`src/design/cfts_pkg.sv`:
```
// Shared types, codes and helpers for the case-folded title search core.
package cfts_pkg;

    localparam int TITLE_LEN_DEFAULT = 36;

    // Operation codes carried on the input word
    localparam logic [1:0] OP_CLEAR  = 2'd0;
    localparam logic [1:0] OP_APPEND = 2'd1;
    localparam logic [1:0] OP_TITLE  = 2'd2;

    // Result status codes
    localparam logic [1:0] STATUS_NO_MATCH = 2'd0;
    localparam logic [1:0] STATUS_MATCH    = 2'd1;
    localparam logic [1:0] STATUS_EMPTY    = 2'd2;
    localparam logic [1:0] STATUS_DELETED  = 2'd3;

    // Classified word passed from the front end through the queue
    typedef struct packed {
        logic [1:0]  kind;
        logic [7:0]  raw_byte;
        logic [7:0]  folded_byte;
        logic [15:0] record_number;
        logic        record_deleted;
        logic        last_byte;
    } cfts_item_t;

    function automatic logic [7:0] fold_case(input logic [7:0] c);
        if (c >= 8'h41 && c <= 8'h5A)
            return c + 8'h20;
        return c;
    endfunction

endpackage

```
`src/design/case_folded_title_search_core.sv`:
```
// Top level of the case-folded title search core.
//
// Searches record titles for a lower-cased pattern, one byte word per cycle
// while the output side is not stalled. A word enters a front register,
// passes a two-word queue and reaches the match engine, which advances
// every bit of the shift-and vector at once; sustained rate is one word per
// clock, and result_valid rises once the title's last byte has passed the
// front register and the queue and set the result register. While a result
// waits, the front register and the queue absorb up to three more words
// before item_ready drops. anchored_mode is written through
// cfg_write_enable/cfg_write_data and applies to every following title byte.
module case_folded_title_search_core
    import cfts_pkg::*;
#(
    parameter int TITLE_LEN = TITLE_LEN_DEFAULT
)
(
    input  logic        clk,
    input  logic        rst_n,
    input  logic        cfg_write_enable,
    input  logic        cfg_write_data,
    input  logic        item_valid,
    output logic        item_ready,
    input  logic [1:0]  operation,
    input  logic [7:0]  byte_value,
    input  logic [15:0] record_number,
    input  logic        record_deleted,
    input  logic        last_byte,
    output logic        result_valid,
    input  logic        result_ready,
    output logic [1:0]  status,
    output logic [15:0] matched_record
);

    logic       anchored_reg;
    logic       push_valid;
    logic       push_ready;
    cfts_item_t push_item;
    logic       pop_valid;
    logic       pop_ready;
    cfts_item_t pop_item;

    always_ff @(posedge clk or negedge rst_n)
    begin
        if (!rst_n)
            anchored_reg <= 1'b0;
        else if (cfg_write_enable)
            anchored_reg <= cfg_write_data;
    end

    cfts_front u_front (
        .clk            (clk),
        .rst_n          (rst_n),
        .item_valid     (item_valid),
        .item_ready     (item_ready),
        .operation      (operation),
        .byte_value     (byte_value),
        .record_number  (record_number),
        .record_deleted (record_deleted),
        .last_byte      (last_byte),
        .push_valid     (push_valid),
        .push_item      (push_item),
        .push_ready     (push_ready)
    );

    cfts_queue u_queue (
        .clk        (clk),
        .rst_n      (rst_n),
        .push_valid (push_valid),
        .push_item  (push_item),
        .push_ready (push_ready),
        .pop_valid  (pop_valid),
        .pop_item   (pop_item),
        .pop_ready  (pop_ready)
    );

    cfts_engine #(
        .TITLE_LEN (TITLE_LEN)
    ) u_engine (
        .clk            (clk),
        .rst_n          (rst_n),
        .anchored_mode  (anchored_reg),
        .pop_valid      (pop_valid),
        .pop_item       (pop_item),
        .pop_ready      (pop_ready),
        .result_valid   (result_valid),
        .result_ready   (result_ready),
        .status         (status),
        .matched_record (matched_record)
    );

    // a new result only follows a title word carrying the last-byte mark
    a_result_source: assert property (@(posedge clk) disable iff (!rst_n)
        $rose(result_valid) |->
            $past(pop_valid && pop_ready && pop_item.kind == OP_TITLE
                  && pop_item.last_byte))
        else $error("result without a final title word");

    // the engine never takes a word while an untaken result is held
    a_no_overrun: assert property (@(posedge clk) disable iff (!rst_n)
        (result_valid && !result_ready) |-> !pop_ready)
        else $error("engine advanced over a stalled result");

    // unknown operations never enter the queue
    a_known_ops: assert property (@(posedge clk) disable iff (!rst_n)
        push_valid |-> (push_item.kind == OP_CLEAR || push_item.kind == OP_APPEND
                        || push_item.kind == OP_TITLE))
        else $error("unknown operation queued");

endmodule

```
`src/design/cfts_front.sv`:
```
// Front end: registers input words, drops unknown operations, pre-folds the byte.
module cfts_front
    import cfts_pkg::*;
(
    input  logic        clk,
    input  logic        rst_n,
    input  logic        item_valid,
    output logic        item_ready,
    input  logic [1:0]  operation,
    input  logic [7:0]  byte_value,
    input  logic [15:0] record_number,
    input  logic        record_deleted,
    input  logic        last_byte,
    output logic        push_valid,
    output cfts_item_t  push_item,
    input  logic        push_ready
);

    logic       valid_reg;
    logic       valid_next;
    cfts_item_t item_reg;
    logic       known_op;
    logic       accept;

    assign item_ready = !valid_reg || push_ready;
    assign accept     = item_valid && item_ready;
    assign known_op   = (operation == OP_CLEAR) || (operation == OP_APPEND)
                     || (operation == OP_TITLE);

    always_comb
    begin
        valid_next = valid_reg && !push_ready;
        // drop operation 3 here: it never reaches the back end
        if (accept)
            valid_next = known_op;
    end

    always_ff @(posedge clk or negedge rst_n)
    begin
        if (!rst_n)
            valid_reg <= 1'b0;
        else
            valid_reg <= valid_next;
    end

    always_ff @(posedge clk)
    begin
        if (accept)
        begin
            item_reg.kind           <= operation;
            item_reg.raw_byte       <= byte_value;
            item_reg.folded_byte    <= fold_case(byte_value);
            item_reg.record_number  <= record_number;
            item_reg.record_deleted <= record_deleted;
            item_reg.last_byte      <= last_byte;
        end
    end

    assign push_valid = valid_reg;
    assign push_item  = item_reg;

endmodule

```
`src/design/cfts_queue.sv`:
```
// Two-word queue that decouples the front end from the match engine.
module cfts_queue
    import cfts_pkg::*;
(
    input  logic       clk,
    input  logic       rst_n,
    input  logic       push_valid,
    input  cfts_item_t push_item,
    output logic       push_ready,
    output logic       pop_valid,
    output cfts_item_t pop_item,
    input  logic       pop_ready
);

    cfts_item_t entry_reg [2];
    logic       wr_ptr_reg;
    logic       wr_ptr_next;
    logic       rd_ptr_reg;
    logic       rd_ptr_next;
    logic [1:0] count_reg;
    logic [1:0] count_next;
    logic       push;
    logic       pop;

    assign push_ready = (count_reg != 2'd2);
    assign pop_valid  = (count_reg != 2'd0);
    assign push       = push_valid && push_ready;
    assign pop        = pop_valid && pop_ready;
    assign pop_item   = entry_reg[rd_ptr_reg];

    always_comb
    begin
        wr_ptr_next = wr_ptr_reg ^ push;
        rd_ptr_next = rd_ptr_reg ^ pop;
        count_next  = count_reg + {1'b0, push} - {1'b0, pop};
    end

    always_ff @(posedge clk or negedge rst_n)
    begin
        if (!rst_n)
        begin
            wr_ptr_reg <= 1'b0;
            rd_ptr_reg <= 1'b0;
            count_reg  <= 2'd0;
        end
        else
        begin
            wr_ptr_reg <= wr_ptr_next;
            rd_ptr_reg <= rd_ptr_next;
            count_reg  <= count_next;
        end
    end

    always_ff @(posedge clk)
    begin
        if (push)
            entry_reg[wr_ptr_reg] <= push_item;
    end

endmodule

```
`src/design/cfts_engine.sv`:
```
// Match engine: pattern storage, shift-and match vector and result register.
module cfts_engine
    import cfts_pkg::*;
#(
    parameter int TITLE_LEN = TITLE_LEN_DEFAULT
)
(
    input  logic        clk,
    input  logic        rst_n,
    input  logic        anchored_mode,
    input  logic        pop_valid,
    input  cfts_item_t  pop_item,
    output logic        pop_ready,
    output logic        result_valid,
    input  logic        result_ready,
    output logic [1:0]  status,
    output logic [15:0] matched_record
);

    localparam int LW = $clog2(TITLE_LEN);
    localparam int PW = $clog2(TITLE_LEN + 1);

    logic [7:0]           pattern_reg [TITLE_LEN];
    logic [LW-1:0]        len_reg;
    logic [LW-1:0]        len_next;
    logic [TITLE_LEN-1:0] pmv_reg;
    logic [TITLE_LEN-1:0] pmv_next;
    logic [PW-1:0]        pos_reg;
    logic [PW-1:0]        pos_next;
    logic                 term_reg;
    logic                 term_next;
    logic                 hit_reg;
    logic                 hit_next;
    logic                 out_valid_reg;
    logic                 out_valid_next;
    logic [1:0]           status_reg;
    logic [15:0]          record_reg;

    logic                 go;
    logic                 append_ok;
    logic                 in_window;
    logic                 term_now;
    logic                 start_ok;
    logic [7:0]           cmp_byte;
    logic [TITLE_LEN-1:0] step_vec;
    logic                 step_hit;
    logic                 give_result;
    logic [1:0]           result_status;

    assign pop_ready = !out_valid_reg || result_ready;
    assign go        = pop_valid && pop_ready;
    assign append_ok = (pop_item.raw_byte != 8'd0) && (len_reg < LW'(TITLE_LEN - 1));
    assign in_window = (pos_reg < PW'(TITLE_LEN));
    assign term_now  = term_reg || (pop_item.raw_byte == 8'd0);
    assign cmp_byte  = term_now ? pop_item.raw_byte : pop_item.folded_byte;
    assign start_ok  = !anchored_mode || (pos_reg == '0);

    // one shift-and step over every pattern position at once
    always_comb
    begin
        step_vec[0] = start_ok && (pattern_reg[0] == cmp_byte);
        for (int i = 1; i < TITLE_LEN; i++)
            step_vec[i] = (len_reg > LW'(i)) && pmv_reg[i-1]
                       && (pattern_reg[i] == cmp_byte);
    end

    assign step_hit = step_vec[len_reg - 1'b1];

    always_comb
    begin
        len_next    = len_reg;
        pmv_next    = pmv_reg;
        pos_next    = pos_reg;
        term_next   = term_reg;
        hit_next    = hit_reg;
        give_result = 1'b0;
        if (go)
        begin
            unique case (pop_item.kind)
                OP_CLEAR:
                begin
                    len_next  = '0;
                    pmv_next  = '0;
                    pos_next  = '0;
                    term_next = 1'b0;
                    hit_next  = 1'b0;
                end
                OP_APPEND:
                begin
                    if (append_ok)
                        len_next = len_reg + 1'b1;
                    pmv_next  = '0;
                    pos_next  = '0;
                    term_next = 1'b0;
                    hit_next  = 1'b0;
                end
                OP_TITLE:
                begin
                    if (in_window)
                    begin
                        term_next = term_now;
                        if (len_reg != '0)
                        begin
                            pmv_next = step_vec;
                            hit_next = hit_reg || step_hit;
                        end
                        pos_next = pos_reg + 1'b1;
                    end
                    give_result = pop_item.last_byte;
                end
                default:
                begin
                end
            endcase
        end
    end

    always_comb
    begin
        if (len_reg == '0)
            result_status = STATUS_EMPTY;
        else if (pop_item.record_deleted)
            result_status = STATUS_DELETED;
        else if (hit_next)
            result_status = STATUS_MATCH;
        else
            result_status = STATUS_NO_MATCH;
    end

    always_comb
    begin
        out_valid_next = out_valid_reg && !result_ready;
        if (give_result)
            out_valid_next = 1'b1;
    end

    always_ff @(posedge clk or negedge rst_n)
    begin
        if (!rst_n)
        begin
            len_reg       <= '0;
            pmv_reg       <= '0;
            pos_reg       <= '0;
            term_reg      <= 1'b0;
            hit_reg       <= 1'b0;
            out_valid_reg <= 1'b0;
        end
        else
        begin
            len_reg       <= len_next;
            out_valid_reg <= out_valid_next;
            // a finished record drops its title state
            if (give_result)
            begin
                pmv_reg  <= '0;
                pos_reg  <= '0;
                term_reg <= 1'b0;
                hit_reg  <= 1'b0;
            end
            else
            begin
                pmv_reg  <= pmv_next;
                pos_reg  <= pos_next;
                term_reg <= term_next;
                hit_reg  <= hit_next;
            end
        end
    end

    always_ff @(posedge clk)
    begin
        if (go && pop_item.kind == OP_APPEND && append_ok)
            pattern_reg[len_reg] <= pop_item.folded_byte;
        if (give_result)
        begin
            status_reg <= result_status;
            record_reg <= pop_item.record_number;
        end
    end

    assign result_valid   = out_valid_reg;
    assign status         = status_reg;
    assign matched_record = record_reg;

endmodule
```
`config.mk`:
```
export PLATFORM = sky130hd
export DESIGN_NAME = case_folded_title_search_core
export DESIGN_NICKNAME = d
export VERILOG_FILES = /design/src/design/cfts_pkg.sv /design/src/design/case_folded_title_search_core.sv /design/src/design/cfts_front.sv /design/src/design/cfts_queue.sv /design/src/design/cfts_engine.sv
export SDC_FILE = /design/constraint.sdc
export NUM_CORES = 1
export LEC_CHECK = 0
export BUFFER_PORTS_ARGS = -buffer_cell sky130_fd_sc_hd__buf_2
export CAP_MARGIN = 15
export CORE_ASPECT_RATIO = 1.5
export CORE_MARGIN = 2
export CORE_UTILIZATION = 27
export DETAILED_ROUTE_END_ITERATION = 12
export PLACE_DENSITY_LB_ADDON = 0.15
export SLEW_MARGIN = 5
export SYNTH_ARGS = -nofsm -noshare
export SYNTH_HDL_FRONTEND = slang
export SYNTH_SLANG_ARGS = --single-unit
export TNS_END_PERCENT = 100
```
`constraint.sdc`:
```
create_clock -name clk -period 7.9 [get_ports clk]
set_clock_uncertainty 0.05 [all_clocks]
set_input_delay 1.58 -clock clk [delete_from_list [all_inputs] [get_ports clk]]
set_output_delay 1.58 -clock clk [all_outputs]
set_load 0.02 [all_outputs]
```
# After elaboration in Yosys (flattened, before gate mapping)
# Memory sizes are Yosys's and may differ from the RTL's.
# Index checks and enable logic that the tools add are counted.
[word_totals]
reg_bits = 110
ramBits = 360
output_inout_bits = 20
elab_cells = 259
n_memories = 2
[mem_list]
columns = ["memory", "depth", "word_bits", "rd", "rd_ports_with_merged_regs", "wr", "line", "text"]
rows = [
  ["u_engine.pattern_reg", 36, 8, 36, 0, 1, "cfts_engine.sv:23", "logic [7:0] pattern_reg [TITLE_LEN];"],
  ["u_queue.entry_reg", 2, 36, 1, 0, 1, "cfts_queue.sv:15", "cfts_item_t entry_reg [2];"],
]
[op_classes]
addsub = 6
order_cmp = 40
eq_ne = 44
mux = 37
n_bitwise = 2
n_reduce_logical = 108
[ops]
columns = ["operator", "n"]
rows = [
  ["8-bit == test", 36],
  ["35-bit two-way mux", 4],
  ["6-bit by 5-bit > comparator with 1-bit output, second input constant", 16],
  ["1-bit logical AND", 80],
  ["35-bit case mux with 2 select lines", 1],
  ["6-bit by 4-bit > comparator with 1-bit output, second input constant", 8],
  ["6-bit by 3-bit > comparator with 1-bit output, second input constant", 4],
  ["6-bit > comparator, second input constant", 4],
  ["6-bit two-way mux", 4],
  ["8-bit two-way mux", 3],
  ["6-bit case mux with 2 select lines", 2],
  ["1-bit two-way mux", 20],
  ["6-bit by 1-bit adder with 6-bit output, second input constant", 2],
  ["6-bit by 2-bit > comparator with 1-bit output, second input constant", 2],
  ["6-bit zero test", 2],
  ["6-bit less-than comparator, second input constant", 2],
  ["8-bit by 6-bit adder with 8-bit output, second input constant", 1],
  ["8-bit by 7-bit greater-or-equal comparator with 1-bit output, second input constant", 1],
  ["8-bit by 7-bit <= comparator with 1-bit output, second input constant", 1],
  ["8-bit zero test", 1],
  ["8-bit nonzero test", 1],
  ["1-bit logical OR", 7],
  ["6-bit by 7-bit less-than comparator with 1-bit output, second input constant", 1],
  ["1-bit binary-select mux with 6-bit select", 1],
  ["other kinds (19)", 33],
]

# Logic depth before layout (Yosys ltp)
# Gate-level depths: netlist of the first run.
# An unclocked memory read counts as a cell.
[logic_depth]
depth_word = 15
mapped_depth = 16

# Cells and area by module
# From an unflattened synthesis of the first run, not the netlist that was laid out.
[unflattened]
cells_unflattened = 1638
area_unflattened_um2 = 21843.4
[modules_own_cells]
columns = ["module", "n_inst", "cells_per_inst", "area_per_inst_um2", "seq_area_each_um2"]
rows = [
  ["cfts_engine", 1, 1447, 17857.1, 10440.0],
  ["cfts_queue", 1, 135, 2837.7, 2262.2],
  ["cfts_front", 1, 54, 1108.6, 955.9],
  ["case_folded_title_search_core", 1, 2, 40.0, 25.0],
]

# Worst setup path after synthesis of the first run
# No wires, ideal clock.
[synth_timing]
path_kind = "input port to flip-flop"
start = "in result_ready"
end = "mem u_engine.pattern_reg[1][0] (enable)"
setup_time_ns = 0.370
arrival_time_ns = 3.323
t_required_ns = 7.480
slack_ns = 4.157
path_stages = 7
path_cell_list = "nand2b_1 > o21a_1 > nand3_1 > a21oi_1 > nand2_1 > or4_1 > nor2_1"
[synth_between]
elab_chain_len = 6
[synth_rtl]
columns = ["element", "line", "text"]
rows = [
  ["start, declared", "case_folded_title_search_core.sv:30", "input logic result_ready,"],
  ["1-bit logical OR", "cfts_engine.sv:50", "assign pop_ready = !out_valid_reg || result_ready;"],
  ["1-bit logical AND", "cfts_engine.sv:51", "assign go = pop_valid && pop_ready;"],
  ["1-bit logical AND (2 in a row)", "cfts_engine.sv:172", "if (go && pop_item.kind == OP_APPEND && append_ok)"],
  ["1-bit two-way mux", "cfts_engine.sv:172", ""],
  ["1-bit two-way mux (implied by the code)", "cfts_engine.sv:173", "pattern_reg[len_reg] <= pop_item.folded_byte;"],
  ["end, declared", "cfts_engine.sv:23", ""],
]
# No other way between the ends.

==> run metrics, run 1 <==
Commonest cells post-synth=edfxtp_1, xor2_1, xnor2_1; CTS resizes=0; drt drc=0; HP Class=flip-flop to flip-flop; Tot GR Track Use=14.7%; Vias=approximately 11000; Setup Slack @ Placement=approximately 2.9 ns; Area Overhead vs Synth=14.8%; I/O pins=54; die span in y=roughly 330 um; layout cells sized above 1=between 10% and 20%; worst skew pair latency=about 0.56 ns; f_max=slightly above 200 MHz; Synth area leaders=edfxtp_1, dfrtp_1, xor2_1; die width=~220 um; Worst Setup SP=u_queue.rd_ptr_reg; RR Endpoint=u_engine.status[0]; Core ar.=between 70000 and 80000 um^2; Yosys cell types=61; max_cap viols=0; die footprint=approximately 74000 um^2; Tcrit/Tclk final=between 60% and 70%; initial antenna violation count=0; number of global-route vias before repair=11600; Ys Warns=0; Max FO, Critical Path=37; routability cong.=0.815; post-synth top area cell=edfxtp_1; RSZ-0062 raised after global routing=false; Final HPWL DP=35.1 mm; CTS buffer count=44; Starting DRT DRC Count=about 660; setup bufs post-CTS=0; Hold Crit Depth=0; leak pwr=roughly 7.3 nW; CP arrival=around 5.2 ns; Reg clk slew, reported paths=0.07 ns; Initial DRT Pass Iterations=5; Synth Instances=roughly 1300; Worst Tran Pin Value=between 1 and 1.5 ns; drt wl/cell=23.4 um; final cell count without fillers=~2300; Max IR drop VDD=~170 uV; Root Buffer=clkbuf_16; Routed Antenna Nets=0; worst flop-to-flop path startpoint=u_queue.rd_ptr_reg; CTS H-tree lvls=2; startpoint class of the critical path=flip-flop; flops & latches, synth=~460; clk sinks=around 460; Final Hold Fails=0; Synth Area per Inst=around 15 um^2; grt total ovfl=0; status=completed; final setup TNS=0 ns; crit path time final=about 5 ns; clk buf depth=3; Final Setup Violations=0; syn nets=~1300; register area share after synthesis=~70%; area share of the largest cell type after synthesis=between 60 and 70%; Setup crit end=u_engine.status[0]; diode count=0; reg2reg path depth=9; Final nets=1410; top-count cell post-synth=edfxtp_1; P per Cell Area=between 300 and 400 nW/um^2; placed insts=between 2000 and 2500; pin count of the biggest net entering global routing=57; WP data required=8.15 ns; Primary FF master, synth=edfxtp_1; final slew viol count=0; port buffer count=53; Post-Route WL=54.1 mm; Reg2Reg Setup Slack=between 2 and 3 ns; max FFs per register=between 200 and 300; Initial Util=27.2%; first-pass GRT wire length=between 70 and 80 mm; # rows=between 100 and 150; ys async rst share=between 10% and 20%; worst setup path class=flip-flop to flip-flop; Max-slew headroom=a little under a quarter; DR vias/cell=roughly 4.6; Post-synth EDFFs=roughly 400; CTS tree=yes; Mapped Area=a little under 20000 um^2; setup ws final=2.98 ns; # hold bufs at CTS=0; CP Capture Type=flip-flop
## cells in the final DEF, fill, tap and decap left out, types with 3 or more instances in the layout
cell       netlist  final
a21oi_1         13     12
ha_1            11     11
o2111ai_1        8      8
o21ai_0         35     35
or4_1           15     15
or3_1            6      6
nor2b_1         10     10
or2_2            4      4
nor4_1          39     39
clkbuf_1        24      6
nand2_1         55     55
dfrtp_1         56     55
o41a_1           3      3
nor2_1          67     67
xnor2_1        147    147
clkbuf_16        0     45
mux2_2          30     33
nor3_1          16     16
nand4_1         37     37
and3_1           3      3
bufinv_16        0      4
and2_1           4      4
xor2_1         151    151
clkinv_1         0     11
nand2b_1        11     11
mux2i_4          0      5
edfxtp_1       399    399
clkbuf_8         0      3
a22o_1          16     16
nand3b_1         3      3
a31oi_1          7      7
nand3_1         24     24
buf_4            2     31
a32oi_1          3      3
buf_2           21     52
clkinv_2         0      8
mux2i_1         10      5
inv_1           17     17
## layer usage
layer / up-vias / GRT usage [%] / part of all wire, % / wire [um]
met5: - / 0 / 0 / 0
met4: 0 / 5.43 / 3.2 / 1720
met3: 91 / 1.51 / 2.6 / 1390
met2: 225 / 28.5 / 55 / 29900
met1: 5519 / 16.5 / 39 / 21100
li1: 4909 / - / - / -
## power by group
part / switching (mW) / total (mW) / internal (mW) / leakage, nW
clock: 0.907 / 2.11 / 1.20 / 0.697
combinational: 1.78 / 2.51 / 0.728 / 2.21
sequential: 0.112 / 3.16 / 3.05 / 4.39
## kinds of logic (layout without fill, tap and decap cells)
logic type	after synthesis	in the layout	synth area share, %
AND/OR/NAND/NOR	299	299	8.04
XOR/XNOR	298	298	13.5
flip-flops	455	455	69.3
multiplexers	45	45	2.68
buffers and inverters	77	180	1.71
adder cells (fa/ha/maj)	11	11	0.713
AO/OA/AOI/OAI	111	111	4.01
## worst min path at each step
stage | endpoint | startpoint | slack [ns]
floorplan | u_queue.entry_reg[0][0] | u_front.push_item[0] | 0.37
global placement | u_queue.entry_reg[0][10] | u_front.push_item[10] | 0.37
detailed placement | u_queue.entry_reg[0][15] | u_front.push_item[15] | 0.38
CTS | u_queue.entry_reg[0][9] | u_front.push_item[9] | 0.39
global route | u_queue.entry_reg[0][9] | u_front.push_item[9] | 0.40
finish | u_queue.entry_reg[0][9] | u_front.push_item[9] | 0.39
## metrics by stage
stage / power [mW] / hold WS, ns / area, um^2 / utilization [%]
finish: 7.78 / 0.391 / 22200 / 31.2
global route: 8.13 / 0.400 / 22200 / 31.2
CTS: 7.91 / 0.393 / 22200 / 31.2
detailed placement: 5.79 / 0.380 / 20700 / 29.2
global placement: 5.78 / 0.373 / 20700 / 29.2
floorplan: 4.71 / 0.371 / 19300 / -
## final cells by class
class / count / area, um^2
clock buffers: 54 / 1190
inverters: 17 / 63.8
fillers: 6986 / 48900
clock inverters: 26 / 226
flip-flops and latches: 455 / 13400
multi-input cells: 764 / 5660
well taps: 915 / 1140
repair buffers: 83 / 493
## critical path: stages (launching register included)
cell	delay, ns
dfrtp_2	0.69
mux2_2	0.93
mux2_2	0.91
buf_4	0.47
xor2_1	0.18
nor4_1	0.09
mux4_2	0.48
nor2b_1	0.14
nor4_1	0.53
o21ai_1	0.14
No activity file was read; power rests on OpenSTA's default activity.
==> run 2, diff against run 1 <==
- clock period: 7.9 -> 4.04 ns (I/O delays scaled with it)
==> run 2 against run 1 <==
Compared with the run above: clock power rose by 92%; combinational power rose by 130%; utilization rose by 1.5 points; register-to-register slack got worse by 2.8 ns; worst setup slack got worse by 2.8 ns; flip-flop and latch count did not move; sequential power rose by 93%; largest cell class unchanged.
==> run metrics, run 2 (same netlist as run 1, synthesis figures left out) <==
Root Buffer=clkbuf_16; initial antenna violation count=2 (+2); Post-Route WL=56.1 mm (+3.8%); diode count=0 (unchanged); number of global-route vias before repair=11900 (+2.2%); Max IR drop VDD=368 uV (+120%); Final nets=1530 (+8.5%); max FFs per register=288 (unchanged); Buf+Inv Stages, Crit Path=2 (+1); Final Core Density=32.7% (+1.5 points); Max-slew headroom=30.3% (+6.5 points); port buffer count=53 (unchanged); RSZ-0062 raised after global routing=false; Routed Antenna Nets=0 (unchanged); CTS buffer count=44 (unchanged); final cell count without fillers=2434 (+5.2%); clk sinks=455 (unchanged); drt wl/cell=23.1 um (-1.3%); HP Class=input port to flip-flop; CTS H-tree lvls=2 (unchanged); die footprint=73700 um^2 (unchanged); Core ar.=71000 um^2 (unchanged); Worst Setup SP=u_queue.entry_reg[1][28]; reg2reg path depth=13 (+4); design area=23200 um^2 (+4.8%); startpoint class of the critical path=flip-flop; Final Hold Fails=0 (unchanged); leak pwr=7.98 nW (+9.2%); Area Overhead vs Synth=20.4%; DP Area=21800 um^2 (+4.8%); # hold bufs at CTS=0 (unchanged); most common cell after layout, fill and taps aside=edfxtp_1; max_cap viols=0 (unchanged); Worst path depth=13 (+4); Setup Slack @ Placement=-0.0453 ns (-2.91 ns); status=completed; delay of the slowest critical-path stage=0.59 ns (-0.34 ns); placed insts=2351 (+5.2%); Initial Util=27.2% (unchanged); CTS tree=yes; die span in y=331 um (unchanged); f_max=258 MHz (+27%); Final HPWL DP=38.1 mm (+8.6%); Final Setup Violations=0 (unchanged); clk buf depth=3 (unchanged); most frequent cells in the layout=edfxtp_1, xor2_1, xnor2_1; Total Power=15.9 mW (+100%); Worst Tran Pin Value=1.05 ns (-0.0883 ns); grt total ovfl=0 (unchanged); Critical Path Slowest Stage Cell=or4_1; Initial DRT Pass Iterations=5 (unchanged); CP arrival=4.26 ns (-0.91 ns); worst flop-to-flop path startpoint=u_queue.entry_reg[1][28]; Vias=11100 (+3.2%); DR vias/cell=4.56 (-1.8%); drt drc=0 (unchanged); Setup crit end=u_engine.status[0]; CP top delay family=simple AND/OR/NAND/NOR gates; die width=222 um (unchanged); Max FO, Critical Path=17 (-54%); pin count of the biggest net entering global routing=57 (unchanged); Tcrit/Tclk final=96.0% (+34 points); routability cong.=0.842 (+3.3%); worst setup path class=flip-flop to flip-flop; Starting DRT DRC Count=685 (+4.4%); Reg clk slew, reported paths=0.07 ns (about the same); first-pass GRT wire length=81.8 mm (+2.6%); crit path time final=3.88 ns (-1.04 ns); Tot GR Track Use=15.2% (+0.50 points); # rows=120 (unchanged); RR Endpoint=u_engine.status[0]; layout cells sized above 1=21.1% (+7.1 points); crit-path cells=or4b_4 -> o22ai_4 -> a21oi_4 -> mux2_4 -> buf_12 -> buf_4 -> xor2_1 -> or4_1 -> a22oi_2 -> a31oi_1 -> a211oi_4 -> nand3_1 -> o21ai_1; I/O pins=54 (unchanged); CP Capture Type=flip-flop; final slew viol count=0 (unchanged); Reg2Reg Setup Slack=0.16 ns (-2.82 ns); WP data required=4.41 ns (-3.74 ns); setup ws final=0.160 ns (-2.82 ns); worst skew pair latency=0.57 ns (about the same); P per Cell Area=685 nW/um^2 (+95%)
[run 2: repair_timing]
item	in CTS	in global routing
setup endpoints to repair	1	2
pin swaps	0	5
gates cloned	0	0
endpoints found under the hold margin	0	0
setup buffers	0	3
gates resized for setup	2	12
[run 2: cell type report]
cell class,count,area [um^2]
clock buffers,59,1230
clock inverters,21,155
fillers,6988,47800
inverters,17,63.8
multi-input cells,764,5710
flip-flops and latches,455,13400
well taps,915,1140
repair buffers,203,1550
[run 2: how the worst min path moves through the flow]
| stage | from | to | slack, ns | cells after the start |
|---|---|---|---|---|
| 2_1_floorplan | u_front.push_item[0] | u_queue.entry_reg[0][0] | 0.37 | 0 |
| 3_3_place_gp | u_front.push_item[18] | u_queue.entry_reg[0][26] | 0.37 | 0 |
| 3_5_place_dp | u_front.push_item[32] | u_queue.entry_reg[1][32] | 0.38 | 0 |
| 4_1_cts | record_number[1] | u_front.push_item[3] | 0.33 | 1 |
| 5_1_grt | record_number[13] | u_front.push_item[15] | 0.34 | 1 |
| 6_report | record_number[14] | u_front.push_item[16] | 0.36 | 1 |
[run 2: metrics by stage]
stage | TNS [ns] | hold WS [ns]
after global placement | -0.129 | 0.375
after detailed placement | -0.0453 | 0.380
after global routing | 0 | 0.342
after floorplan | 0 | 0.371
final | 0 | 0.362
after CTS | 0 | 0.330
[run 2: per-layer routing]
metal / wire length, um / track usage (%)
met5: 0 / 0
met4: 2190 / 6.10
met3: 1700 / 1.67
met2: 30400 / 29.0
met1: 21800 / 17.2
[run 2: power breakdown]
part	internal [mW]	switching (mW)	total [mW]
Sequential	5.96	0.139	6.10
Clock	2.26	1.80	4.06
Combinational	2.02	3.74	5.76
Total	10.2	5.68	15.9
[run 2: worst register-to-register path: stages (launching register included)]
cell	delay [ns]
edfxtp_1	0.41
or4b_4	0.55
o22ai_4	0.19
a21oi_4	0.12
mux2_4	0.37
buf_12	0.18
buf_4	0.21
xor2_1	0.14
or4_1	0.59
a22oi_2	0.24
a31oi_1	0.16
a211oi_4	0.24
nand3_1	0.12
o21ai_1	0.16
==> run 3, diff against run 2 <==
- CELL_PAD_IN_SITES_DETAIL_PLACEMENT: default -> 0
- CELL_PAD_IN_SITES_GLOBAL_PLACEMENT: default -> 1
- CORE_UTILIZATION: 27 -> 48
==> run 3 against run 2 <==
Compared with the run above: non-clock buffer count fell by 30; cell area fell by 2.7%; flip-flop and latch count did not move; routed wire length fell by 15%; count of clock-buffer cells in the layout fell by 8; via count rose by 0.83%; sequential share of layout area rose by 1.6 points; global-route usage rose by 8.0 points; worst setup slack got worse by 0.0064 ns; die area fell by 43%; fmax fell by 0.16%; first-iteration DRC count rose by 25%.
==> run metrics, run 3 (same netlist as run 1, synthesis figures left out) <==
clk sinks=455 (unchanged); die width=168 um (-25%); grt total ovfl=0 (unchanged); leak pwr=7.89 nW (-1.1%); startpoint class of the critical path=flip-flop; final setup TNS=0 ns (unchanged); Setup crit end=u_engine.status[0]; most frequent cells in the layout=edfxtp_1, xor2_1, xnor2_1; max FFs per register=288 (unchanged); drt drc=0 (unchanged); die span in y=250 um (-25%); placed insts=1912 (-19%); Final Core Density=56.6% (+24 points); Reg2Reg Setup Slack=0.15 ns (about the same); part of the power in registers=38.5% (+0.2 points); CTS tree=yes; clk buf depth=3 (unchanged); clock power share=28.3% (+2.8 points); Max FO, Critical Path=6 (-11); Comb power frac=33.2% (-3.0 points); CTS H-tree lvls=2 (unchanged); Final Hold Fails=0 (unchanged); crit path time final=3.89 ns (+0.00635 ns); first-pass GRT wire length=71.9 mm (-12%); reg2reg path depth=11 (-2); DR vias/cell=5.62 (+23%); Final Setup Violations=0 (unchanged); layout cells sized above 1=19.7% (-1.4 points); Worst Setup SP=u_queue.entry_reg[1][27]; Switching Share=33.3% (-2.4 points); I/O pins=54 (unchanged); NetSw=5.28 mW (-7.0%); drt wl/cell=23.9 um (+3.9%); Setup Slack @ Placement=0.0877 ns (+0.133 ns); FILL cells=3164 (-55%); routability cong.=0.917 (+9.0%); number of global-route vias before repair=11700 (-1.6%); # hold bufs at CTS=0 (unchanged); CP Capture Type=flip-flop; Root Buffer=clkbuf_16; Starting DRT DRC Count=858 (+25%); diode count=0 (unchanged); Core ar.=40000 um^2 (-44%); Initial Util=48.3% (+21 points); worst skew pair latency=0.56 ns (about the same); final slew viol count=0 (unchanged); Worst Tran Pin Value=0.688 ns (-0.357 ns); final cell count without fillers=1991 (-18%); Post-Route WL=47.7 mm (-15%); port buffer count=53 (unchanged); Area Overhead vs Synth=17.2%; die footprint=41900 um^2 (-43%); pin count of the biggest net entering global routing=37 (-35%); initial antenna violation count=0 (-2); Initial DRT Pass Iterations=5 (unchanged); Reg clk slew, reported paths=0.06 ns (about the same); worst setup path class=flip-flop to flip-flop; Tot GR Track Use=23.3% (+8.0 points); most common cell after layout, fill and taps aside=edfxtp_1; DP Area=21000 um^2 (-3.5%); P per Cell Area=701 nW/um^2 (+2.3%); Final nets=1498 (-2.1%); design area=22600 um^2 (-2.7%); Routed Antenna Nets=0 (unchanged); Tcrit/Tclk final=96.2% (+0.16 points); max_cap viols=0 (unchanged); Max-slew headroom=54.0% (+24 points); WP data required=4.40 ns (about the same); Max IR drop VDD=459 uV (+25%); Pint=10.6 mW (+3.2%); status=completed; f_max=257 MHz (-0.16%); CTS buffer count=42 (-4.5%); # rows=90 (-25%); RR Endpoint=u_engine.status[0]; Vias=11200 (+0.83%); RSZ-0062 raised after global routing=false; worst flop-to-flop path startpoint=u_queue.entry_reg[1][27]; HP Class=input port to async pin; CP arrival=4.25 ns (about the same); setup ws final=0.153 ns (-0.00635 ns); Final HPWL DP=32.8 mm (-14%)
==> run 3: cell count changes in the layout (fill, tap and decap cells not counted), moves of 4 or more <==
cell,previous run,this run
bufinv_16,2,12
clkbuf_1,9,5
clkinv_1,7,1
buf_4,137,110
==> run 3: how the worst min path moves through the flow <==
stage                                     endpoint  cells past startpoint
final                          u_engine.pmv_reg[9]                      1
after global routing          u_engine.pmv_reg[11]                      1
after CTS                     u_engine.pmv_reg[11]                      1
after detailed placement  u_queue.entry_reg[0][32]                      0
after global placement    u_queue.entry_reg[1][26]                      0
after floorplan            u_queue.entry_reg[0][0]                      0
==> run 3: worst max-delay path, stage by stage, from the launching register on <==
cell	delay, ns
edfxtp_1	0.42
or4b_1	0.55
o22ai_2	0.19
a21oi_2	0.14
mux2_4	0.37
xor2_1	0.15
or4_1	0.55
mux2_2	0.28
mux4_2	0.50
a211oi_4	0.28
nand3_1	0.12
o21ai_1	0.16
==> run 3: final cells by class <==
cell class | instances | area (um^2) | share of cell area (%)
inverter | 17 | 63.8 | 0.282
sequential | 455 | 13400 | 59.2
tap | 506 | 633 | 2.80
clock inverter | 25 | 439 | 1.94
multi-input combinational | 764 | 5680 | 25.1
clock buffer | 51 | 1140 | 5.02
timing repair buffer | 173 | 1280 | 5.67
==> run 3: per-layer routing <==
layer,vias up,share of wire [%],global-route usage [%],routed length [um]
li1,5080,-,-,-
met1,5715,39,27.7,18600
met2,289,53,42.8,25400
met3,101,4.1,3.08,1970
met4,0,3.6,8.62,1720
met5,-,0,0,0
==> run 3: per-stage QoR <==
| step | hold slack [ns] | total power [mW] |
|---|---|---|
| floorplan | 0.371 | 9.22 |
| global placement | 0.373 | 11.4 |
| detailed placement | 0.382 | 11.5 |
| CTS | 0.165 | 15.9 |
| global route | 0.175 | 16.5 |
| finish | 0.182 | 15.9 |
==> run 3: what timing repair did <==
item / in CTS / in global routing
gates resized for setup: 0 / 5
endpoints found under the setup margin: 0 / 2
setup buffers: 0 / 3
==> run 3: power by group through the flow <==
stage | registers [mW] | clock network, mW | logic [mW]
2_1_floorplan | 6.21 | 0 | 3.01
3_5_place_dp | 6.21 | 0 | 5.24
6_report | 6.11 | 4.48 | 5.26
5_1_grt | 6.15 | 4.72 | 5.66
4_1_cts | 6.11 | 4.56 | 5.27
3_3_place_gp | 6.20 | 0 | 5.21
